## config.mk

```make
export PLATFORM = sky130hd
export DESIGN_NAME = mtpm_ram
export DESIGN_NICKNAME = d
export VERILOG_FILES = /design/src/sv/mtpm_ram.sv
export SDC_FILE = /design/constraint.sdc
export NUM_CORES = 2
export LEC_CHECK = 0
export BUFFER_PORTS_ARGS = -buffer_cell sky130_fd_sc_hd__buf_2
export CORE_MARGIN = 3
export CORE_UTILIZATION = 55
export DETAILED_ROUTE_END_ITERATION = 8
export GPL_TIMING_DRIVEN = 0
export PLACE_DENSITY = 0.79
export SYNTH_ARGS = -nofsm -noshare
export SYNTH_HDL_FRONTEND = slang
export SYNTH_SLANG_ARGS = --single-unit
```

## constraint.sdc

```tcl
create_clock -name clk -period 2 [get_ports clk]
set_input_delay 0 -clock clk [delete_from_list [all_inputs] [get_ports clk]]
set_output_delay 0 -clock clk [all_outputs]
set_load 0.1 [all_outputs]
```

## src/sv/mtpm_ram.sv

```systemverilog
// Generic single-port synchronous RAM with registered read data.
module mtpm_ram #(
  parameter int W = 8,
  parameter int D = 256,
  localparam int AW = $clog2(D)
) (
  input  logic          clk,
  input  logic          we,
  input  logic          re,
  input  logic [AW-1:0] addr,
  input  logic [W-1:0]  wdata,
  output logic [W-1:0]  rdata
);
  logic [W-1:0] mem [D];

  // write or read one entry
  always_ff @(posedge clk) begin
    if (we) begin
      mem[addr] <= wdata;
    end
    if (re) begin
      rdata <= mem[addr];
    end
  end
endmodule

```

### Word-level counts from Yosys, hierarchy flattened

Memories as Yosys holds them, arrays and structs flattened. A register that Yosys moved wholly into a read port is not among the register bits.
Index checks and enable logic that the tools add are counted.

| word-level totals | value |
|---|---|
| input port bits | 19 |
| register bits | 0 |
| output and inout port bits | 8 |
| RAM bits | 2,048 |
| memories | 1 |

| operators by class | value |
|---|---|
| multiplexer cells | 2 |

Memories:

| name | depth | bits a word | rd ports | clocked after memory_dff | write ports | line | text |
|---|---|---|---|---|---|---|---|
| mem | 256 | 8 | 1 | 1 | 1 | 14 | `logic [W-1:0] mem [D];` |

Operators with widths:

| cell | count |
|---|---|
| 1-bit two-way mux | 2 |

### Longest topological paths before layout

| depth | value |
|---|---|
| depth in word-level cells | 2 |
| gate-level depth with buffers | 10 |

### Worst setup path before layout

No wires, ideal clock.

| timing | value |
|---|---|
| kind | input port to flip-flop |
| start | input port addr[1] |
| end | memory mem[111][0], enable pin |
| arrival time | 1.849 ns |
| stages | 9 |
| path slack | -0.219 ns |
| buffers on the path | 5 |
| cells stage by stage | buf_2 > clkbuf_1 > clkbuf_1 > nand2_1 > buf_2 > nor2_1 > nand2_1 > clkbuf_1 > nor2_1 |

RTL lines:

| what | line | text |
|---|---|---|
| start: declaration | 10 | `input logic [AW-1:0] addr,` |
| end: declaration | 14 |  |

No word-level cell before the write port.

==> key figures <==
Synth
  • Synth warn: 0
  • Cells after Synth: 3547
  • Synth Register Bits: 2056
  • Distinct cell type count after synthesis: 21
  • Seq/Total Area, Yosys: 78.6%
  • Post-Synthesis Cell Area: 78600 um^2
  • Synthesized area per cell: 22.2 um^2
  • Mapped Nets: 3566

Run status
  • Status: finished, violations left
  • Failing checks: setup timing

Placement
  • Place WS: -2.96 ns
  • Placed cell count: 5469
  • RePlAce Congestion: 0.936
  • Port-buffer cells: 22
  • Dpl hpwl: 128000 um

Detailed routing
  • WL final: 217000 um
  • Final ANT Viol Nets: 0
  • Avg WL per Cell: 36.9 um
  • Initial DRC Count: 7274
  • Drt first pass iters: 7
  • DR vias: 41048
  • Vias/cell: 6.99
  • Drt drc: 0

Global routing
  • Tot GR Track Use: 29.5%
  • Overflow after GRT: 0
  • Largest net degree at the start of global routing: 165
  • Global-route wire length before repair: 303000 um
  • Initial antenna violation count: 11
  • Vias in the first global route: 41027

Clocking
  • H-tree Lvls: 4
  • Worst-path clk slew: 0.07 ns
  • Clock sink total: 2056
  • CTS tree: done
  • Insertion delay to the later sink of the worst-skew pair: 0.83 ns
  • Root Driver: clkbuf_16
  • TritonCTS Buffers: 193
  • Clk buf depth: 3

Timing
  • Slew Limit Fails: 0
  • Minimum clock period: 2.98 ns
  • Clock skew: 0.0299 ns
  • Tcrit/Tclk final: 149%
  • Highest Clock Rate: 335 MHz
  • RSZ-0062 raised after global routing: true
  • Worst setup margin: -0.981 ns
  • Slew headroom: 6.57%
  • Final setup violation count: 911
  • Hold Vio Cnt, Final: 0
  • Worst Tran Pin Value: 1.40 ns

Power
  • PD cells: 975 nW/um^2
  • Worst IR Drop VDD: 1.51 mV
  • Leak pwr: 27.4 nW

Critical path
  • Arrival time worst endpoint: 3.37 ns
  • Worst setup SP type: register
  • Worst-path maximum fanout: 1
  • Crit path kind: register to register
  • Worst Setup End Kind: register
  • Critical path required time: 2.39 ns

Min path
  • Worst min-delay path class: input port to register

Finish
  • Area Growth Syn to Fin: 15.7%
  • Core Util, Final: 64.1%
  • FILL cells: 8540
  • Final Non-Filler Cells: 5869
  • Share of layout cells above drive strength 1: 34.4%
  • Nets: 3829

Floorplanning
  • Core box area: 142000 um^2
  • Die Span Y: 384 um
  • Initial Util: 55.4%
  • I/O pin count: 27
  • Std-Cell Rows: 138
  • Die area: 147000 um^2
  • Chip width: 384 um

Job
  • MaxCap Viol Count: 0
path summary, 6_finish.rpt:
| kind | start | cells after the start | slack, ns | to |
|---|---|---|---|---|
| setup / recovery | mem[186][1] | 5 | -0.98 | rdata[1] |
| hold / removal | re | 2 | 0.05 | rdata[6] |
| setup reg to reg | mem[186][1] | 5 | -0.98 | rdata[1] |
| hold reg to reg | mem[10][3] | 5 | 1.35 | rdata[3] |
cell type report:
cell class              instances  area (um^2)  share of cell area [%]
flip-flops and latches       2056        61700                    67.9
multi-input cells            1258        18200                    20.0
clock buffers                 226         5040                    5.54
well taps                    1890         2360                    2.60
plain buffers                 232         1470                    1.62
clock inverters               133         1140                    1.25
repair buffers                 68          945                    1.04
diodes                          5         12.5                  0.0138
inverters                       1         3.75                 0.00413
synthesized netlist by cell type:
master	instances	area, um^2
a21oi_1	128	641
a22oi_1	256	1920
and2_1	3	18.8
buf_1	19	71.3
buf_2	36	180
buf_4	16	120
buf_6	16	180
clkbuf_1	145	544
edfxtp_1	2056	61700
inv_1	1	3.75
mux4_2	512	11500
nand2_1	28	105
nand2b_1	6	37.5
nand3_1	13	65.1
nand4_1	8	50.1
nor2_1	232	871
nor2b_1	7	43.8
nor3_1	30	150
o41ai_1	32	280
or2_2	2	12.5
or3_1	1	6.26
flip-flops by register name (all words and copies together), names as in the netlist:
register and cells:
mem 2048, rdata 8
power breakdown:
group | internal, W | total [W] | switching, W
Combinational | 0.00150 | 0.00487 | 0.00338
Sequential | 0.0475 | 0.0475 | 0.0000293
Clock | 0.0202 | 0.0362 | 0.0160
layer usage:
metal / vias up / wire length [um] / track usage, %
met5: - / 43 / 0
met2: 3575 / 101000 / 45.1
met4: 6 / 14100 / 16.5
met1: 21046 / 70300 / 37.2
met3: 748 / 30800 / 10.2
li1: 15673 / - / -
cells by family after synthesis:
kind of cell           after synthesis  share of synthesized area [%]
DFF                               2056                           78.6
AOI/OAI and AO/OA                  416                           3.62
and+or+nand+nor                    330                           1.73
muxes                              512                           14.7
buffers and inverters              233                           1.40
critical path, cell delays in order (launching register included):
cell and delay, ns:
edfxtp_1 0.44, mux4_2 0.53, a22oi_1 0.27, a21oi_2 0.19, o41ai_4 0.59, nand4_1 0.51
layout by cell type, fill, tap and decap left out, types with 18 or more instances in the layout:
cell type / count
a21oi_1: 97
a21oi_2: 26
a22oi_1: 216
a22oi_2: 40
buf_2: 46
buf_4: 33
buf_6: 18
clkbuf_1: 103
clkbuf_16: 202
clkbuf_2: 52
clkinv_1: 55
clkinv_2: 37
edfxtp_1: 2056
mux4_2: 512
nand2_1: 20
nor2_2: 53
nor2_4: 174
nor3_4: 22
stage by stage:
stage          instance area, um^2   TNS, ns  hold slack (ns)  power (W)
2_1_floorplan                79100    -66.42           0.0989     0.0507
3_3_place_gp                 81600  -8766.99            0.332     0.0528
3_5_place_dp                 82000  -3978.54            0.341     0.0528
4_1_cts                      90400    -77.47          0.00352     0.0883
5_1_grt                      90900    -18.71           0.0719     0.0904
6_report                     90900    -47.14           0.0540     0.0886
repair_timing:
| item | CTS | global route |
|---|---|---|
| pin swaps | 70 | 31 |
| hold buffers | 11 | 1 |
| gates resized for setup | 431 | 140 |
| hold endpoints to repair | 1000 | 32 |
| setup buffers | 21 | 1 |
| gates cloned | 0 | 1 |
| setup endpoints to repair | 2025 | 1865 |
(Power assumes the default switching activity.)
