## src/sv/mtpm_pkg.sv

```systemverilog
// Shared types, constants and helper functions of the trie prefix-match block.
package mtpm_pkg;

  localparam int KEY_BYTES  = 4;
  localparam int NODE_BITS  = 8;
  localparam int IDX_BITS   = 8;
  localparam int TRIE_AW    = NODE_BITS + IDX_BITS;
  localparam int VALUE_BITS = 16;
  localparam int CNT_BITS   = 9;

  localparam logic [1:0] ACT_INSERT = 2'd0;
  localparam logic [1:0] ACT_DELETE = 2'd1;
  localparam logic [1:0] ACT_LOOKUP = 2'd2;

  localparam logic [1:0] ST_OK   = 2'd0;
  localparam logic [1:0] ST_MISS = 2'd1;
  localparam logic [1:0] ST_FULL = 2'd2;
  localparam logic [1:0] ST_LONG = 2'd3;

  localparam logic [5:0] MAX_LEN     = 6'(KEY_BYTES * 8);
  localparam logic [2:0] KB_MAX      = 3'(KEY_BYTES);
  localparam logic [CNT_BITS-1:0] POOL_FULL = CNT_BITS'((1 << NODE_BITS) - 1);

  typedef struct packed {
    logic [NODE_BITS-1:0]  link;
    logic                  valid;
    logic [VALUE_BITS-1:0] value;
  } trie_word_t;

  typedef struct packed {
    logic [CNT_BITS-1:0]  child_cnt;
    logic [CNT_BITS-1:0]  slot_cnt;
    logic [NODE_BITS-1:0] parent;
    logic [IDX_BITS-1:0]  arrival;
  } node_info_t;

  typedef struct packed {
    logic [1:0]            action;
    logic [31:0]           key;
    logic [5:0]            prefix_length;
    logic [VALUE_BITS-1:0] entry_value;
  } req_t;

  typedef struct packed {
    logic [1:0]            status;
    logic [VALUE_BITS-1:0] result_value;
  } rsp_t;

  typedef enum logic [4:0] {
    S_CLEAR, S_IDLE, S_WALK_RD, S_WALK_WT, S_DECIDE,
    S_SLOT_RD, S_SLOT_WT, S_NSC_RD, S_NSC_WT,
    S_NCC_RD, S_NCC_WT, S_POOL_RD, S_POOL_WT, S_FIN_WR,
    S_DSLOT_RD, S_DSLOT_WT, S_DSC_RD, S_DSC_WT,
    S_PR_CHK, S_PR_LINK_RD, S_PR_LINK_WT, S_PR_NODE_RD, S_PR_NODE_WT,
    S_LK_LVL, S_LK_SLOT_RD, S_LK_SLOT_WT, S_LK_LINK_RD, S_LK_LINK_WT,
    S_LK_FIN_RD, S_LK_FIN_WT, S_DONE
  } state_t;

  // Byte i of the key, first byte in the top bits; past the key reads zero
  function automatic logic [7:0] byte_of(input logic [31:0] key, input logic [2:0] i);
    logic [7:0] b;
    case (i)
      3'd0:    b = key[31:24];
      3'd1:    b = key[23:16];
      3'd2:    b = key[15:8];
      3'd3:    b = key[7:0];
      default: b = 8'd0;
    endcase
    return b;
  endfunction

  // Slot of a partial-byte prefix of r bits: marker bit over the top r bits
  function automatic logic [7:0] slot_of(input logic [2:0] r, input logic [7:0] b);
    logic [7:0] s;
    case (r)
      3'd0:    s = 8'h01;
      3'd1:    s = {6'b000001, b[7]};
      3'd2:    s = {5'b00001, b[7:6]};
      3'd3:    s = {4'b0001, b[7:5]};
      3'd4:    s = {3'b001, b[7:4]};
      3'd5:    s = {2'b01, b[7:3]};
      3'd6:    s = {1'b1, b[7:2]};
      default: s = {1'b1, b[7:1]};
    endcase
    return s;
  endfunction

endpackage

```

## src/sv/mtpm_seq.sv

```systemverilog
// Sequencer: walks the trie memory for insert, delete with pruning, and lookup.
module mtpm_seq (
  input  logic                           clk,
  input  logic                           rst_n,
  input  logic                           in_valid,
  output logic                           in_ready,
  input  mtpm_pkg::req_t                 req,
  input  logic [2:0]                     key_bytes,
  output logic                           rsp_valid,
  output mtpm_pkg::rsp_t                 rsp,
  input  logic                           out_free,
  output logic                           trie_we,
  output logic                           trie_re,
  output logic [mtpm_pkg::TRIE_AW-1:0]   trie_addr,
  output mtpm_pkg::trie_word_t           trie_wdata,
  input  mtpm_pkg::trie_word_t           trie_rdata,
  output logic                           node_we,
  output logic                           node_re,
  output logic [mtpm_pkg::NODE_BITS-1:0] node_addr,
  output mtpm_pkg::node_info_t           node_wdata,
  input  mtpm_pkg::node_info_t           node_rdata,
  output logic                           pool_we,
  output logic                           pool_re,
  output logic [mtpm_pkg::NODE_BITS-1:0] pool_addr,
  output logic [mtpm_pkg::NODE_BITS-1:0] pool_wdata,
  input  logic [mtpm_pkg::NODE_BITS-1:0] pool_rdata
);
  mtpm_pkg::state_t state_r, state_nxt;
  logic [mtpm_pkg::TRIE_AW-1:0]    clr_r, clr_nxt;
  logic [mtpm_pkg::CNT_BITS-1:0]   free_r, free_nxt;
  logic [1:0]                      op_r, op_nxt;
  logic [31:0]                     key_r, key_nxt;
  logic [5:0]                      len_r, len_nxt;
  logic [mtpm_pkg::VALUE_BITS-1:0] val_r, val_nxt;
  logic [mtpm_pkg::NODE_BITS-1:0]  node_r, node_nxt;
  logic [2:0]                      idx_r, idx_nxt;
  logic [2:0]                      kb_r, kb_nxt;
  logic [2:0]                      rr_r, rr_nxt;
  mtpm_pkg::trie_word_t            word_r, word_nxt;
  mtpm_pkg::node_info_t            info_r, info_nxt;
  logic                            found_r, found_nxt;
  logic [mtpm_pkg::VALUE_BITS-1:0] hit_r, hit_nxt;
  logic [1:0]                      status_r, status_nxt;
  logic [mtpm_pkg::VALUE_BITS-1:0] res_r, res_nxt;

  logic [2:0] whole;
  logic [2:0] need;
  logic [7:0] cur_byte;
  logic [7:0] slot_idx;

  assign whole    = len_r[5:3];
  assign need     = whole - idx_r;
  assign cur_byte = mtpm_pkg::byte_of(key_r, idx_r);
  assign slot_idx = mtpm_pkg::slot_of(len_r[2:0], mtpm_pkg::byte_of(key_r, whole));

  assign in_ready         = (state_r == mtpm_pkg::S_IDLE);
  assign rsp_valid        = (state_r == mtpm_pkg::S_DONE);
  assign rsp.status       = status_r;
  assign rsp.result_value = res_r;

  // hold control state in reset, advance otherwise
  always_ff @(posedge clk) begin
    if (!rst_n) begin
      state_r <= mtpm_pkg::S_CLEAR;
      clr_r   <= '0;
      free_r  <= mtpm_pkg::POOL_FULL;
    end else begin
      state_r <= state_nxt;
      clr_r   <= clr_nxt;
      free_r  <= free_nxt;
    end
  end

  // working registers
  always_ff @(posedge clk) begin
    op_r     <= op_nxt;
    key_r    <= key_nxt;
    len_r    <= len_nxt;
    val_r    <= val_nxt;
    node_r   <= node_nxt;
    idx_r    <= idx_nxt;
    kb_r     <= kb_nxt;
    rr_r     <= rr_nxt;
    word_r   <= word_nxt;
    info_r   <= info_nxt;
    found_r  <= found_nxt;
    hit_r    <= hit_nxt;
    status_r <= status_nxt;
    res_r    <= res_nxt;
  end

  // next state and memory accesses
  always_comb begin
    state_nxt  = state_r;
    clr_nxt    = clr_r;
    free_nxt   = free_r;
    op_nxt     = op_r;
    key_nxt    = key_r;
    len_nxt    = len_r;
    val_nxt    = val_r;
    node_nxt   = node_r;
    idx_nxt    = idx_r;
    kb_nxt     = kb_r;
    rr_nxt     = rr_r;
    word_nxt   = word_r;
    info_nxt   = info_r;
    found_nxt  = found_r;
    hit_nxt    = hit_r;
    status_nxt = status_r;
    res_nxt    = res_r;
    trie_we    = 1'b0;
    trie_re    = 1'b0;
    trie_addr  = {node_r, cur_byte};
    trie_wdata = '0;
    node_we    = 1'b0;
    node_re    = 1'b0;
    node_addr  = node_r;
    node_wdata = '0;
    pool_we    = 1'b0;
    pool_re    = 1'b0;
    pool_addr  = free_r[mtpm_pkg::NODE_BITS-1:0];
    pool_wdata = '0;
    unique case (state_r)
      // sweep every memory after reset; the pool gets nodes 255 down to 1
      mtpm_pkg::S_CLEAR: begin
        trie_we   = 1'b1;
        trie_addr = clr_r;
        if (clr_r[mtpm_pkg::TRIE_AW-1:mtpm_pkg::NODE_BITS] == '0) begin
          node_we    = 1'b1;
          node_addr  = clr_r[mtpm_pkg::NODE_BITS-1:0];
          pool_we    = 1'b1;
          pool_addr  = clr_r[mtpm_pkg::NODE_BITS-1:0];
          pool_wdata = 8'hFF - clr_r[mtpm_pkg::NODE_BITS-1:0];
        end
        clr_nxt = clr_r + 1'b1;
        if (clr_r == '1) begin
          state_nxt = mtpm_pkg::S_IDLE;
        end
      end
      mtpm_pkg::S_IDLE: begin
        if (in_valid) begin
          op_nxt    = req.action;
          key_nxt   = req.key;
          len_nxt   = req.prefix_length;
          val_nxt   = req.entry_value;
          node_nxt  = '0;
          idx_nxt   = '0;
          found_nxt = 1'b0;
          hit_nxt   = '0;
          res_nxt   = '0;
          kb_nxt    = (key_bytes > mtpm_pkg::KB_MAX) ? mtpm_pkg::KB_MAX : key_bytes;
          unique case (req.action) inside
            mtpm_pkg::ACT_INSERT, mtpm_pkg::ACT_DELETE: begin
              if (req.prefix_length > mtpm_pkg::MAX_LEN) begin
                status_nxt = mtpm_pkg::ST_LONG;
                state_nxt  = mtpm_pkg::S_DONE;
              end else begin
                state_nxt = mtpm_pkg::S_WALK_RD;
              end
            end
            mtpm_pkg::ACT_LOOKUP: state_nxt = mtpm_pkg::S_LK_LVL;
            default: begin
              status_nxt = mtpm_pkg::ST_MISS;
              state_nxt  = mtpm_pkg::S_DONE;
            end
          endcase
        end
      end
      // follow existing links over the whole bytes of the prefix
      mtpm_pkg::S_WALK_RD: begin
        if (idx_r < whole) begin
          trie_re   = 1'b1;
          state_nxt = mtpm_pkg::S_WALK_WT;
        end else begin
          state_nxt = mtpm_pkg::S_DECIDE;
        end
      end
      mtpm_pkg::S_WALK_WT: begin
        word_nxt = trie_rdata;
        if (trie_rdata.link != '0) begin
          node_nxt  = trie_rdata.link;
          idx_nxt   = idx_r + 3'd1;
          state_nxt = mtpm_pkg::S_WALK_RD;
        end else begin
          state_nxt = mtpm_pkg::S_DECIDE;
        end
      end
      mtpm_pkg::S_DECIDE: begin
        if (op_r == mtpm_pkg::ACT_INSERT) begin
          if ({6'd0, need} > free_r) begin
            status_nxt = mtpm_pkg::ST_FULL;
            state_nxt  = mtpm_pkg::S_DONE;
          end else if (need == 3'd0) begin
            state_nxt = mtpm_pkg::S_SLOT_RD;
          end else begin
            state_nxt = mtpm_pkg::S_NCC_RD;
          end
        end else if (idx_r != whole) begin
          status_nxt = mtpm_pkg::ST_MISS;
          state_nxt  = mtpm_pkg::S_DONE;
        end else begin
          state_nxt = mtpm_pkg::S_DSLOT_RD;
        end
      end
      // insert into a slot of an existing node
      mtpm_pkg::S_SLOT_RD: begin
        trie_re   = 1'b1;
        trie_addr = {node_r, slot_idx};
        state_nxt = mtpm_pkg::S_SLOT_WT;
      end
      mtpm_pkg::S_SLOT_WT: begin
        trie_we          = 1'b1;
        trie_addr        = {node_r, slot_idx};
        trie_wdata.link  = trie_rdata.link;
        trie_wdata.valid = 1'b1;
        trie_wdata.value = val_r;
        status_nxt       = mtpm_pkg::ST_OK;
        state_nxt        = trie_rdata.valid ? mtpm_pkg::S_DONE : mtpm_pkg::S_NSC_RD;
      end
      mtpm_pkg::S_NSC_RD: begin
        node_re   = 1'b1;
        state_nxt = mtpm_pkg::S_NSC_WT;
      end
      mtpm_pkg::S_NSC_WT: begin
        node_we             = 1'b1;
        node_wdata          = node_rdata;
        node_wdata.slot_cnt = node_rdata.slot_cnt + 1'b1;
        state_nxt           = mtpm_pkg::S_DONE;
      end
      // grow a chain of fresh nodes below the walk's end
      mtpm_pkg::S_NCC_RD: begin
        node_re   = 1'b1;
        state_nxt = mtpm_pkg::S_NCC_WT;
      end
      mtpm_pkg::S_NCC_WT: begin
        node_we              = 1'b1;
        node_wdata           = node_rdata;
        node_wdata.child_cnt = node_rdata.child_cnt + 1'b1;
        state_nxt            = mtpm_pkg::S_POOL_RD;
      end
      mtpm_pkg::S_POOL_RD: begin
        pool_re   = 1'b1;
        pool_addr = free_r[mtpm_pkg::NODE_BITS-1:0] - 1'b1;
        free_nxt  = free_r - 1'b1;
        state_nxt = mtpm_pkg::S_POOL_WT;
      end
      mtpm_pkg::S_POOL_WT: begin
        node_we              = 1'b1;
        node_addr            = pool_rdata;
        node_wdata.child_cnt = (need != 3'd1) ? 9'd1 : 9'd0;
        node_wdata.slot_cnt  = (need == 3'd1) ? 9'd1 : 9'd0;
        node_wdata.parent    = node_r;
        node_wdata.arrival   = cur_byte;
        trie_we              = 1'b1;
        trie_wdata.link      = pool_rdata;
        trie_wdata.valid     = word_r.valid;
        trie_wdata.value     = word_r.value;
        node_nxt             = pool_rdata;
        word_nxt             = '0;
        idx_nxt              = idx_r + 3'd1;
        state_nxt            = (need == 3'd1) ? mtpm_pkg::S_FIN_WR : mtpm_pkg::S_POOL_RD;
      end
      mtpm_pkg::S_FIN_WR: begin
        trie_we          = 1'b1;
        trie_addr        = {node_r, slot_idx};
        trie_wdata.valid = 1'b1;
        trie_wdata.value = val_r;
        status_nxt       = mtpm_pkg::ST_OK;
        state_nxt        = mtpm_pkg::S_DONE;
      end
      // delete: clear the slot and drop its count
      mtpm_pkg::S_DSLOT_RD: begin
        trie_re   = 1'b1;
        trie_addr = {node_r, slot_idx};
        state_nxt = mtpm_pkg::S_DSLOT_WT;
      end
      mtpm_pkg::S_DSLOT_WT: begin
        if (!trie_rdata.valid) begin
          status_nxt = mtpm_pkg::ST_MISS;
          state_nxt  = mtpm_pkg::S_DONE;
        end else begin
          trie_we         = 1'b1;
          trie_addr       = {node_r, slot_idx};
          trie_wdata.link = trie_rdata.link;
          res_nxt         = trie_rdata.value;
          status_nxt      = mtpm_pkg::ST_OK;
          state_nxt       = mtpm_pkg::S_DSC_RD;
        end
      end
      mtpm_pkg::S_DSC_RD: begin
        node_re   = 1'b1;
        state_nxt = mtpm_pkg::S_DSC_WT;
      end
      mtpm_pkg::S_DSC_WT: begin
        node_we             = 1'b1;
        node_wdata          = node_rdata;
        node_wdata.slot_cnt = node_rdata.slot_cnt - 1'b1;
        info_nxt            = node_wdata;
        state_nxt           = mtpm_pkg::S_PR_CHK;
      end
      // prune empty nodes back up toward the root
      mtpm_pkg::S_PR_CHK: begin
        if (node_r != '0 && info_r.slot_cnt == '0 && info_r.child_cnt == '0) begin
          if (!free_r[mtpm_pkg::CNT_BITS-1]) begin
            pool_we    = 1'b1;
            pool_wdata = node_r;
            free_nxt   = free_r + 1'b1;
          end
          state_nxt = mtpm_pkg::S_PR_LINK_RD;
        end else begin
          state_nxt = mtpm_pkg::S_DONE;
        end
      end
      mtpm_pkg::S_PR_LINK_RD: begin
        trie_re   = 1'b1;
        trie_addr = {info_r.parent, info_r.arrival};
        state_nxt = mtpm_pkg::S_PR_LINK_WT;
      end
      mtpm_pkg::S_PR_LINK_WT: begin
        trie_we          = 1'b1;
        trie_addr        = {info_r.parent, info_r.arrival};
        trie_wdata.valid = trie_rdata.valid;
        trie_wdata.value = trie_rdata.value;
        node_nxt         = info_r.parent;
        state_nxt        = mtpm_pkg::S_PR_NODE_RD;
      end
      mtpm_pkg::S_PR_NODE_RD: begin
        node_re   = 1'b1;
        state_nxt = mtpm_pkg::S_PR_NODE_WT;
      end
      mtpm_pkg::S_PR_NODE_WT: begin
        node_we              = 1'b1;
        node_wdata           = node_rdata;
        node_wdata.child_cnt = node_rdata.child_cnt - 1'b1;
        info_nxt             = node_wdata;
        state_nxt            = mtpm_pkg::S_PR_CHK;
      end
      // lookup: per level, longest slot first, then the child link
      mtpm_pkg::S_LK_LVL: begin
        rr_nxt    = 3'd7;
        state_nxt = (idx_r < kb_r) ? mtpm_pkg::S_LK_SLOT_RD : mtpm_pkg::S_LK_FIN_RD;
      end
      mtpm_pkg::S_LK_SLOT_RD: begin
        trie_re   = 1'b1;
        trie_addr = {node_r, mtpm_pkg::slot_of(rr_r, cur_byte)};
        state_nxt = mtpm_pkg::S_LK_SLOT_WT;
      end
      mtpm_pkg::S_LK_SLOT_WT: begin
        if (trie_rdata.valid) begin
          hit_nxt   = trie_rdata.value;
          found_nxt = 1'b1;
          state_nxt = mtpm_pkg::S_LK_LINK_RD;
        end else if (rr_r == 3'd0) begin
          state_nxt = mtpm_pkg::S_LK_LINK_RD;
        end else begin
          rr_nxt    = rr_r - 3'd1;
          state_nxt = mtpm_pkg::S_LK_SLOT_RD;
        end
      end
      mtpm_pkg::S_LK_LINK_RD: begin
        trie_re   = 1'b1;
        state_nxt = mtpm_pkg::S_LK_LINK_WT;
      end
      mtpm_pkg::S_LK_LINK_WT: begin
        if (trie_rdata.link == '0) begin
          status_nxt = found_r ? mtpm_pkg::ST_OK : mtpm_pkg::ST_MISS;
          res_nxt    = found_r ? hit_r : '0;
          state_nxt  = mtpm_pkg::S_DONE;
        end else begin
          node_nxt  = trie_rdata.link;
          idx_nxt   = idx_r + 3'd1;
          state_nxt = mtpm_pkg::S_LK_LVL;
        end
      end
      mtpm_pkg::S_LK_FIN_RD: begin
        trie_re   = 1'b1;
        trie_addr = {node_r, 8'h01};
        state_nxt = mtpm_pkg::S_LK_FIN_WT;
      end
      mtpm_pkg::S_LK_FIN_WT: begin
        if (trie_rdata.valid) begin
          status_nxt = mtpm_pkg::ST_OK;
          res_nxt    = trie_rdata.value;
        end else begin
          status_nxt = found_r ? mtpm_pkg::ST_OK : mtpm_pkg::ST_MISS;
          res_nxt    = found_r ? hit_r : '0;
        end
        state_nxt = mtpm_pkg::S_DONE;
      end
      // hand the result over once the output register can take it
      mtpm_pkg::S_DONE: begin
        if (out_free) begin
          state_nxt = mtpm_pkg::S_IDLE;
        end
      end
      default: state_nxt = mtpm_pkg::S_IDLE;
    endcase
  end

  // no request is taken during the clearing sweep
  a_clear_blocks: assert property (@(posedge clk) disable iff (!rst_n)
    state_r == mtpm_pkg::S_CLEAR |-> !in_ready)
    else $error("request taken during clearing sweep");

  // the free count never exceeds the pool size
  a_free_range: assert property (@(posedge clk) disable iff (!rst_n)
    free_r <= mtpm_pkg::POOL_FULL)
    else $error("free count out of range");

  // an accepted request closes the input until its result is out
  a_one_at_a_time: assert property (@(posedge clk) disable iff (!rst_n)
    in_valid && in_ready |=> !in_ready)
    else $error("second request taken while busy");

  // lookups never modify the trie
  a_lookup_ro: assert property (@(posedge clk) disable iff (!rst_n)
    (state_r == mtpm_pkg::S_LK_SLOT_WT || state_r == mtpm_pkg::S_LK_LINK_WT ||
     state_r == mtpm_pkg::S_LK_FIN_WT) |-> !trie_we && !node_we && !pool_we)
    else $error("lookup wrote memory");
endmodule

```

## config.mk

```make
export PLATFORM = sky130hd
export DESIGN_NAME = mtpm_seq
export DESIGN_NICKNAME = d
export VERILOG_FILES = /design/src/sv/mtpm_pkg.sv /design/src/sv/mtpm_seq.sv
export SDC_FILE = /design/constraint.sdc
export NUM_CORES = 1
export LEC_CHECK = 0
export ABC_CLOCK_PERIOD_IN_PS = 4050
export BUFFER_PORTS_ARGS = -buffer_cell sky130_fd_sc_hd__buf_4
export CAP_MARGIN = 20
export CORE_UTILIZATION = 30
export CTS_BUF_LIST = sky130_fd_sc_hd__clkbuf_16
export DETAILED_ROUTE_END_ITERATION = 10
export SLEW_MARGIN = 30
export SYNTH_ARGS = -nofsm -noshare
export SYNTH_HDL_FRONTEND = slang
export SYNTH_SLANG_ARGS = --single-unit
```

## constraint.sdc

```tcl
create_clock -name clk -period 4.05 [get_ports clk]
set_input_delay 1.0125 -clock clk [delete_from_list [all_inputs] [get_ports clk]]
set_output_delay 1.0125 -clock clk [all_outputs]
set_load 0.02 [all_outputs]
```

# Yosys cells after proc, flatten, opt, wreduce, memory -nomap -nowiden
# Cells that the tools add are included.
dict set report word_totals {
  register_bits 189
  in_bits 130
  wordCells 242
}
dict set report op_classes {
  addsub 12
  order_cmp 5
  n_eq_ne 70
  n_mux 88
  n_reduce_logical 45
}
# op count
set op_table {}
lappend op_table {{34-bit one-hot mux with 5 select lines} 1}
lappend op_table {{5-bit one-hot mux with 28 select lines} 1}
lappend op_table {{8-bit one-hot mux with 7 select lines} 2}
lappend op_table {{16-bit one-hot mux with 6 select lines} 1}
lappend op_table {{16-bit 2-to-1 mux} 5}
lappend op_table {{8-bit 2-to-1 mux} 10}
lappend op_table {{5-bit equality test, second input constant} 15}
lappend op_table {{34-bit one-hot mux with 2 select lines} 1}
lappend op_table {{16-bit one-hot mux with 4 select lines} 1}
lappend op_table {{8-bit one-hot mux with 4 select lines} 2}
lappend op_table {{17-bit one-hot mux with 3 select lines} 1}
lappend op_table {{8-bit one-hot mux with 2 select lines} 3}
lappend op_table {{5-bit by 4-bit equality test with 1-bit output, second input constant} 8}
lappend op_table {{5-bit 2-to-1 mux} 8}
lappend op_table {{8-bit one-hot mux with 5 select lines} 1}
lappend op_table {{17-bit one-hot mux with 2 select lines} 1}
lappend op_table {{16-bit one-hot mux with 2 select lines} 1}
lappend op_table {{9-bit by 1-bit adder with 9-bit output, second input constant} 3}
lappend op_table {{3-bit 2-to-1 mux} 9}
lappend op_table {{9-bit by 1-bit subtractor with 9-bit output, second input constant} 3}
lappend op_table {{3-bit by 2-bit equality test with 1-bit output, second input constant} 8}
lappend op_table {{2-bit inequality test, second input constant} 12}
lappend op_table {{8-bit one-hot mux with 3 select lines} 1}
lappend op_table {{5-bit by 3-bit equality test with 1-bit output, second input constant} 4}
lappend op_table {{52 further kinds} 118}

# Longest topological paths before layout
# Gate-level depths: netlist of the first run.
dict set report logic_depth {
  depth_word 6
  ltp_mapped 14
  mapped_depth_nobuf 12
}

# Worst setup path after synthesis of the first run
# No wires, ideal clock.
dict set report synth_timing {
  path_kind {input port to output port}
  from {input port node_rdata[26] (netlist bit)}
  to {output port node_wdata[33] (netlist bit)}
  t_arrival_ns 2.878
  t_required_ns 3.038
  slack_ns 0.159
  stages 7
  path_cell_list {inv_1 > ha_1 > or3b_2 > or3_1 > nor4_2 > a21oi_1 > o21ai_0}
}
# element line
set synth_lines {}
lappend synth_lines {{from (decl)} mtpm_seq.sv:21} ;# input mtpm_pkg::node_info_t node_rdata,
lappend synth_lines {{to (decl)} mtpm_seq.sv:20} ;# output mtpm_pkg::node_info_t node_wdata,

==> results of run 1 <==
## power groups by stage
stage	Clock (W)	Combinational [W]	Sequential (W)
6_report	0.00170	0.000266	0.00211
5_1_grt	0.00181	0.000285	0.00211
4_1_cts	0.00173	0.000266	0.00211
3_5_place_dp	0	0.000265	0.00215
3_3_place_gp	0	0.000263	0.00215
2_1_floorplan	0	0.0000943	0.00214
## layer usage
layer,GRT usage,share of wire,wire length [um]
met1,0.2794,0.44,17860
met2,0.3224,0.47,19420
met3,0.03291,0.068,2775
met4,0.06724,0.024,973
met5,0,0.00032,13
## cell usage in the layout (no fill, tap or decap), drive strengths merged, types with 19 or more instances in the layout
cell,n
nor2b,31
a22o,40
nor4,21
and2,31
ha,25
inv,64
o21ai,77
nor3,35
nor2,88
dfxtp,30
nand3,45
a222oi,45
a21oi,44
buf,314
nand2,138
edfxtp,159
xnor2,19
## sequential cells by signal, indices dropped and copies added, names as in the netlist
name      cells
found_r       1
rr_r          3
val_r        16
kb_r          3
len_r         6
res_r        16
status_r      2
key_r        32
idx_r         3
node_r        8
state_r       5
free_r        9
op_r          2
info_r       34
word_r       17
clr_r        16
hit_r        16
## cell families (layout without fill, tap and decap cells)
family | Yosys count | after routing | synth area share
multiplexers | 19 | 19 | 0.01875
buffers and inverters | 148 | 405 | 0.05240
AND/OR/NAND/NOR | 463 | 463 | 0.2041
flip-flops | 189 | 189 | 0.4604
AO/OA/AOI/OAI | 336 | 336 | 0.2081
adder cells (fa/ha/maj) | 26 | 26 | 0.02850
XOR/XNOR | 37 | 37 | 0.02775
## worst max-delay path, stage by stage
cell     delay, ns
buf_4         0.13
or3_4         0.40
or3_4         0.35
or3_4         0.35
o22ai_2       0.12
nor2_1        0.06
a31oi_1       0.28
buf_4         0.21
## area by class of cell
| cell class | instances | area [um2] |
|---|---|---|
| Clock inverter | 15 | 156.4 |
| Timing Repair Buffer | 314 | 2382 |
| Inverter | 59 | 221.5 |
| Sequential cell | 189 | 5376 |
| Fill cell | 3859 | 23060 |
| Multi-Input combinational cell | 881 | 5763 |
| Tap cell | 511 | 639.4 |
| Clock buffer | 17 | 425.4 |
## path summary, 6_finish.rpt
path | from | end | depth (start not counted)
setup / recovery | node_rdata[17] | node_wdata[23] | 8
hold / removal | hit_r[10] | res_r[10] | 1
setup reg to reg | len_r[3] | state_r[1] | 12
hold reg to reg | hit_r[10] | res_r[10] | 1
## synthesized netlist by cell type (all sizes together), types with 18 or more instances
cell | number | area share
nor2b | 31 | 0.017
ha | 25 | 0.027
a21oi | 44 | 0.019
a222oi | 45 | 0.039
clkbuf | 44 | 0.014
xnor2 | 19 | 0.014
a22o | 40 | 0.030
nand3 | 45 | 0.020
edfxtp | 159 | 0.41
nor3 | 35 | 0.018
and2 | 31 | 0.017
nand2 | 138 | 0.045
xor2 | 18 | 0.014
buf | 45 | 0.019
o21ai | 77 | 0.033
dfxtp | 30 | 0.051
nor2 | 88 | 0.030
inv | 57 | 0.018
nor4 | 21 | 0.014
## repair_timing
action                                  4_1_cts  5_1_grt
setup buffers                                 0        2
gates resized for setup                       0       16
endpoints found under the setup margin        0       35
hold endpoints to repair                      0        0
## through the flow
| stage | hold WS [ns] | util | TNS [ns] | instance area [um2] | total power [W] |
|---|---|---|---|---|---|
| after floorplan | 0.4882 | - | 0 | 11680 | 0.002238 |
| after global placement | 0.5020 | 0.3762 | 0 | 14310 | 0.002413 |
| after detailed placement | 0.5214 | 0.3762 | 0 | 14310 | 0.002415 |
| after CTS | 0.5394 | 0.3915 | 0 | 14890 | 0.004105 |
| after global routing | 0.5499 | 0.3936 | -0.03005 | 14960 | 0.004197 |
| final | 0.5344 | 0.3936 | 0 | 14960 | 0.004075 |
==> reports/metrics.cfg, run 1 <==
[outcome]
status=complete, no violations

[setup_path]
crit_type=in2out
cp-end-kind=output pin
critPathMaxFanout=6
critPathLaunchType=input pin
r2r_slack_ns=0.87
crit_arrival_ns=2.93
required_ns=3.04

[pwr]
p_int_w=0.003106
combPwrFrac=0.065
ir_drop_uv=194.7
p_sw_frac=0.2378
pwr_density_cell_mw_per_mm2=272.3
power_frac_seq=0.517
switching_power_w=0.0009689
clockPowerShare=0.418
power_leakage_nw=5.891

[route]
routed_wl_um=41050
drc_errors=0
num_vias=10936
dr.pass1.iters=9
ant_nets=0
via_per_inst=5.507
wire_per_inst_um=20.67
first_iter_violations=1038

[clocking]
cts_hold_buffers=0
cts_buffers=17
clk_latency_ns=0.45
clockBufferDepth=2
clock-root-buffer=clkbuf_16
htree_levels=4
cts.clk_slew.worst_paths_ns=0.07
clock-sinks=189
cts_tree=done

[grt]
grt_usage=0.2029
gr-total-overflow=0
first_global_vias=10174
grt_max_degree=65
grt_first_pass_wirelength_um=61130
antenna_found_initial=1

[placement]
port_buffers=254
gp_congestion=0.9536
hpwl_um=30790
pre_cts_slack_ns=0.07338
place_inst=1952

[timing]
setup_viol=0
slew_viol_final=0
finalClockSkew_ns=0.01605
period_minus_slack_ns=3.938
max_freq_ghz=0.2540
period_share=0.9723
worst_slew_pin_slew_ns=0.8346
setup_slack_ns=0.1123
relSlewSlack=0.4385
final_hold_viol_count=0

[synth]
yosysUniqueCellTypes=81
async_flop_share=0
yosysSeqAreaShare=0.4604
synth_seq_cells=189
synthFlopType=edfxtp_1
synth_edf_count=159
yosysWarnings=0
avgSynthCellArea_um2=9.586
synthCells=1218
synth_nets=1374
mappedNetlistArea_mm2=0.01168

[floorplan]
coreArea_mm2=0.03802
die-area_mm2=0.03971
start_util=0.3071
dieWidth_um=199.3
pin_count=255
rows=71
fp.dieH_um=199.3

[final_layout]
finalNonFillerCells=1986
nNetsFinal=1618
layout-drive-gt1-share=0.2698
antenna_cells=0
syn_to_final_growth_pct=28.16

[run]
cap_violations=0

[min_path]
holdCritPathClass=reg2reg

Power figures use the tool's default switching activity.
==> run 2, diff against run 1 <==
==> constraint.sdc (replaced) <==
create_clock -name clk -period 4.05 [get_ports clk]
set_input_delay 0.2025 -clock clk [delete_from_list [all_inputs] [get_ports clk]]
set_output_delay 0.2025 -clock clk [all_outputs]
set_load 0.02 [all_outputs]
==> run 2 against run 1 <==
Compared with the run above:
- combinational power increased by 23%
- power increased by 1.1%
- cell count increased by 2.2%
- final area increased by 2.9%
- register-to-register slack improved by 0.18 ns
- non-clock buffer count increased by 44
- sequential share of layout area decreased by 1.0 points
- flip-flop and latch count unchanged
- largest cell class unchanged
==> reports/metrics.cfg, run 2 (synthesis gave the netlist of run 1 again) <==
[final_layout]
largest_registers=info_r (34), key_r (32), word_r (17)
largest_reg_flops=34  ; unchanged
final_util=0.4051  ; +0.01155
syn_to_final_growth_pct=31.92
layout_commonest_cell=buf_4
antenna_cells=0  ; unchanged
most-common-layout-cells=buf_4, edfxtp_1, nand2_1
regMostFlops=info_r
nNetsFinal=1662  ; +2.7%
nFillCells=3810  ; -1.3%
layout-drive-gt1-share=0.2363  ; -0.03349

[clocking]
cts_buffers=17  ; unchanged
htree_levels=4  ; unchanged
cts_hold_buffers=73  ; +73
cts_tree=done
clk_latency_ns=0.45  ; about the same
clockBufferDepth=2  ; unchanged
cts_resized=0  ; unchanged
clock-root-buffer=clkbuf_16
cts.clk_slew.worst_paths_ns=0.09  ; +0.02 ns
clock-sinks=189  ; unchanged
post_cts_buffers=0  ; unchanged

[setup_path]
critPathMaxFanout=21  ; +15
crit_type=reg2out
cpMaxStageDelayCell=nor2_1
path_buf_inv=2  ; unchanged
cp-end-kind=output pin
crit_arrival_ns=3.40  ; +0.47 ns
path_delay_family=simple AND/OR/NAND/NOR gates
crit_chain=buf_4, nor3_2, nand2_1, nor2_1, nand2_1, o211ai_1, buf_4
critPathLaunchType=register
max_stage_delay_ns=0.65  ; +0.25 ns
r2r-start=state_r[1]
required_ns=3.85  ; +0.81 ns
critPathLaunch=state_r[1]

[timing]
period_minus_slack_ns=3.600  ; -0.3379 ns
finalClockSkew_ns=0.01791  ; +0.001863 ns
slew_viol_final=0  ; unchanged
period_share=0.8888  ; -0.08344
max_freq_ghz=0.2778  ; +9.4%
rsz0062_at_grt=no
relSlewSlack=0.2678  ; -0.1707
setup_viol=0  ; unchanged
final_hold_viol_count=0  ; unchanged
worst_slew_pin_slew_ns=1.087  ; +0.2522 ns
tns_ns=0  ; unchanged

[route]
ant_nets=0  ; unchanged
wire_per_inst_um=20.61  ; -0.26%
routed_wl_um=41840  ; +1.9%
first_iter_violations=1265  ; +22%
dr.pass1.iters=6  ; -3
num_vias=11299  ; +3.3%
drc_errors=0  ; unchanged
via_per_inst=5.566  ; +1.1%

[pwr]
pwr_density_cell_mw_per_mm2=267.5  ; -1.8%
finalPower_w=0.004120  ; +1.1%
power_leakage_nw=6.032  ; +2.4%
ir_drop_uv=219.3  ; +13%

[grt]
grt_usage=0.2054  ; +0.002428
antenna_found_initial=1  ; unchanged
first_global_vias=10483  ; +3.0%
gr-total-overflow=0  ; unchanged
grt_first_pass_wirelength_um=62000  ; +1.4%
grt_max_degree=60  ; -7.7%

[floorplan]
coreArea_mm2=0.03802  ; unchanged
pin_count=255  ; unchanged
start_util=0.3071  ; unchanged
fp.dieH_um=199.3  ; unchanged
rows=71  ; unchanged
die-area_mm2=0.03971  ; unchanged
dieWidth_um=199.3  ; unchanged

[outcome]
status=complete, no violations

[min_path]
min_from=trie_rdata[21]
holdCritPathClass=in2reg

[placement]
port_buffers=254  ; unchanged
gp_congestion=0.9753  ; +2.3%
hpwl_um=31060  ; +0.87%

[run]
cap_violations=0  ; unchanged

run 2: changes by cell type in the layout (fill, tap and decap cells not counted), sizes merged:
cell	previous run	this run
buf	314	285
bufinv	1	0
clkinv	8	7
clkinvlp	1	3
dlygate4sd3	0	73
run 2: layout make-up:
type / instances / area [um2] / share of cell area
timing repair buffer: 358 / 2870 / 0.1863
multi-input combinational: 881 / 5702 / 0.3702
clock buffer: 17 / 425.4 / 0.02762
inverter: 59 / 221.5 / 0.01438
clock inverter: 15 / 170.2 / 0.01105
tap: 511 / 639.4 / 0.04151
sequential: 189 / 5375 / 0.3490
run 2: worst register-to-register path, stage by stage (launching register included):
cell     delay, ns
dfxtp_1       0.80
buf_4         0.39
nand2_1       0.14
nor3_2        0.63
nor2_1        0.30
a21oi_1       0.24
buf_4         0.21
run 2: final timing paths:
check	end	slack, ns	cells past startpoint
hold / removal	node_r[4]	0.06	3
setup reg to reg	node_r[6]	1.05	6
hold reg to reg	res_r[7]	0.54	1
setup / recovery	pool_addr[7]	0.45	7
run 2: stage by stage:
step / hold slack (ns) / setup WS [ns] / area [um2] / instances
after floorplan: 0.3014 / 0.8266 / 11680 / 1218
after global placement: 0.3820 / 0.9560 / 14080 / 1925
after detailed placement: 0.3820 / 0.9883 / 14080 / 1925
after CTS: 0.04105 / 0.4907 / 15400 / 2030
after global routing: 0.05895 / 0.2013 / 15400 / 2030
final: 0.06027 / 0.4503 / 15400 / 2030
run 2: metal layers:
metal | track usage | vias up | wire, um
li1 | - | 5202 | -
met1 | 0.2760 | 5394 | 17450
met2 | 0.3230 | 623 | 19470
met3 | 0.03865 | 78 | 3495
met4 | 0.08405 | 2 | 1411
met5 | 0 | - | 13
run 2: power breakdown:
group          leakage, nW  total (W)  internal (W)  switching [W]
Combinational         4.11   0.000327      0.000181       0.000146
Sequential            1.65    0.00211       0.00210     0.00000866
Clock                0.279    0.00169      0.000832       0.000855
Total                 6.03    0.00412       0.00311        0.00101
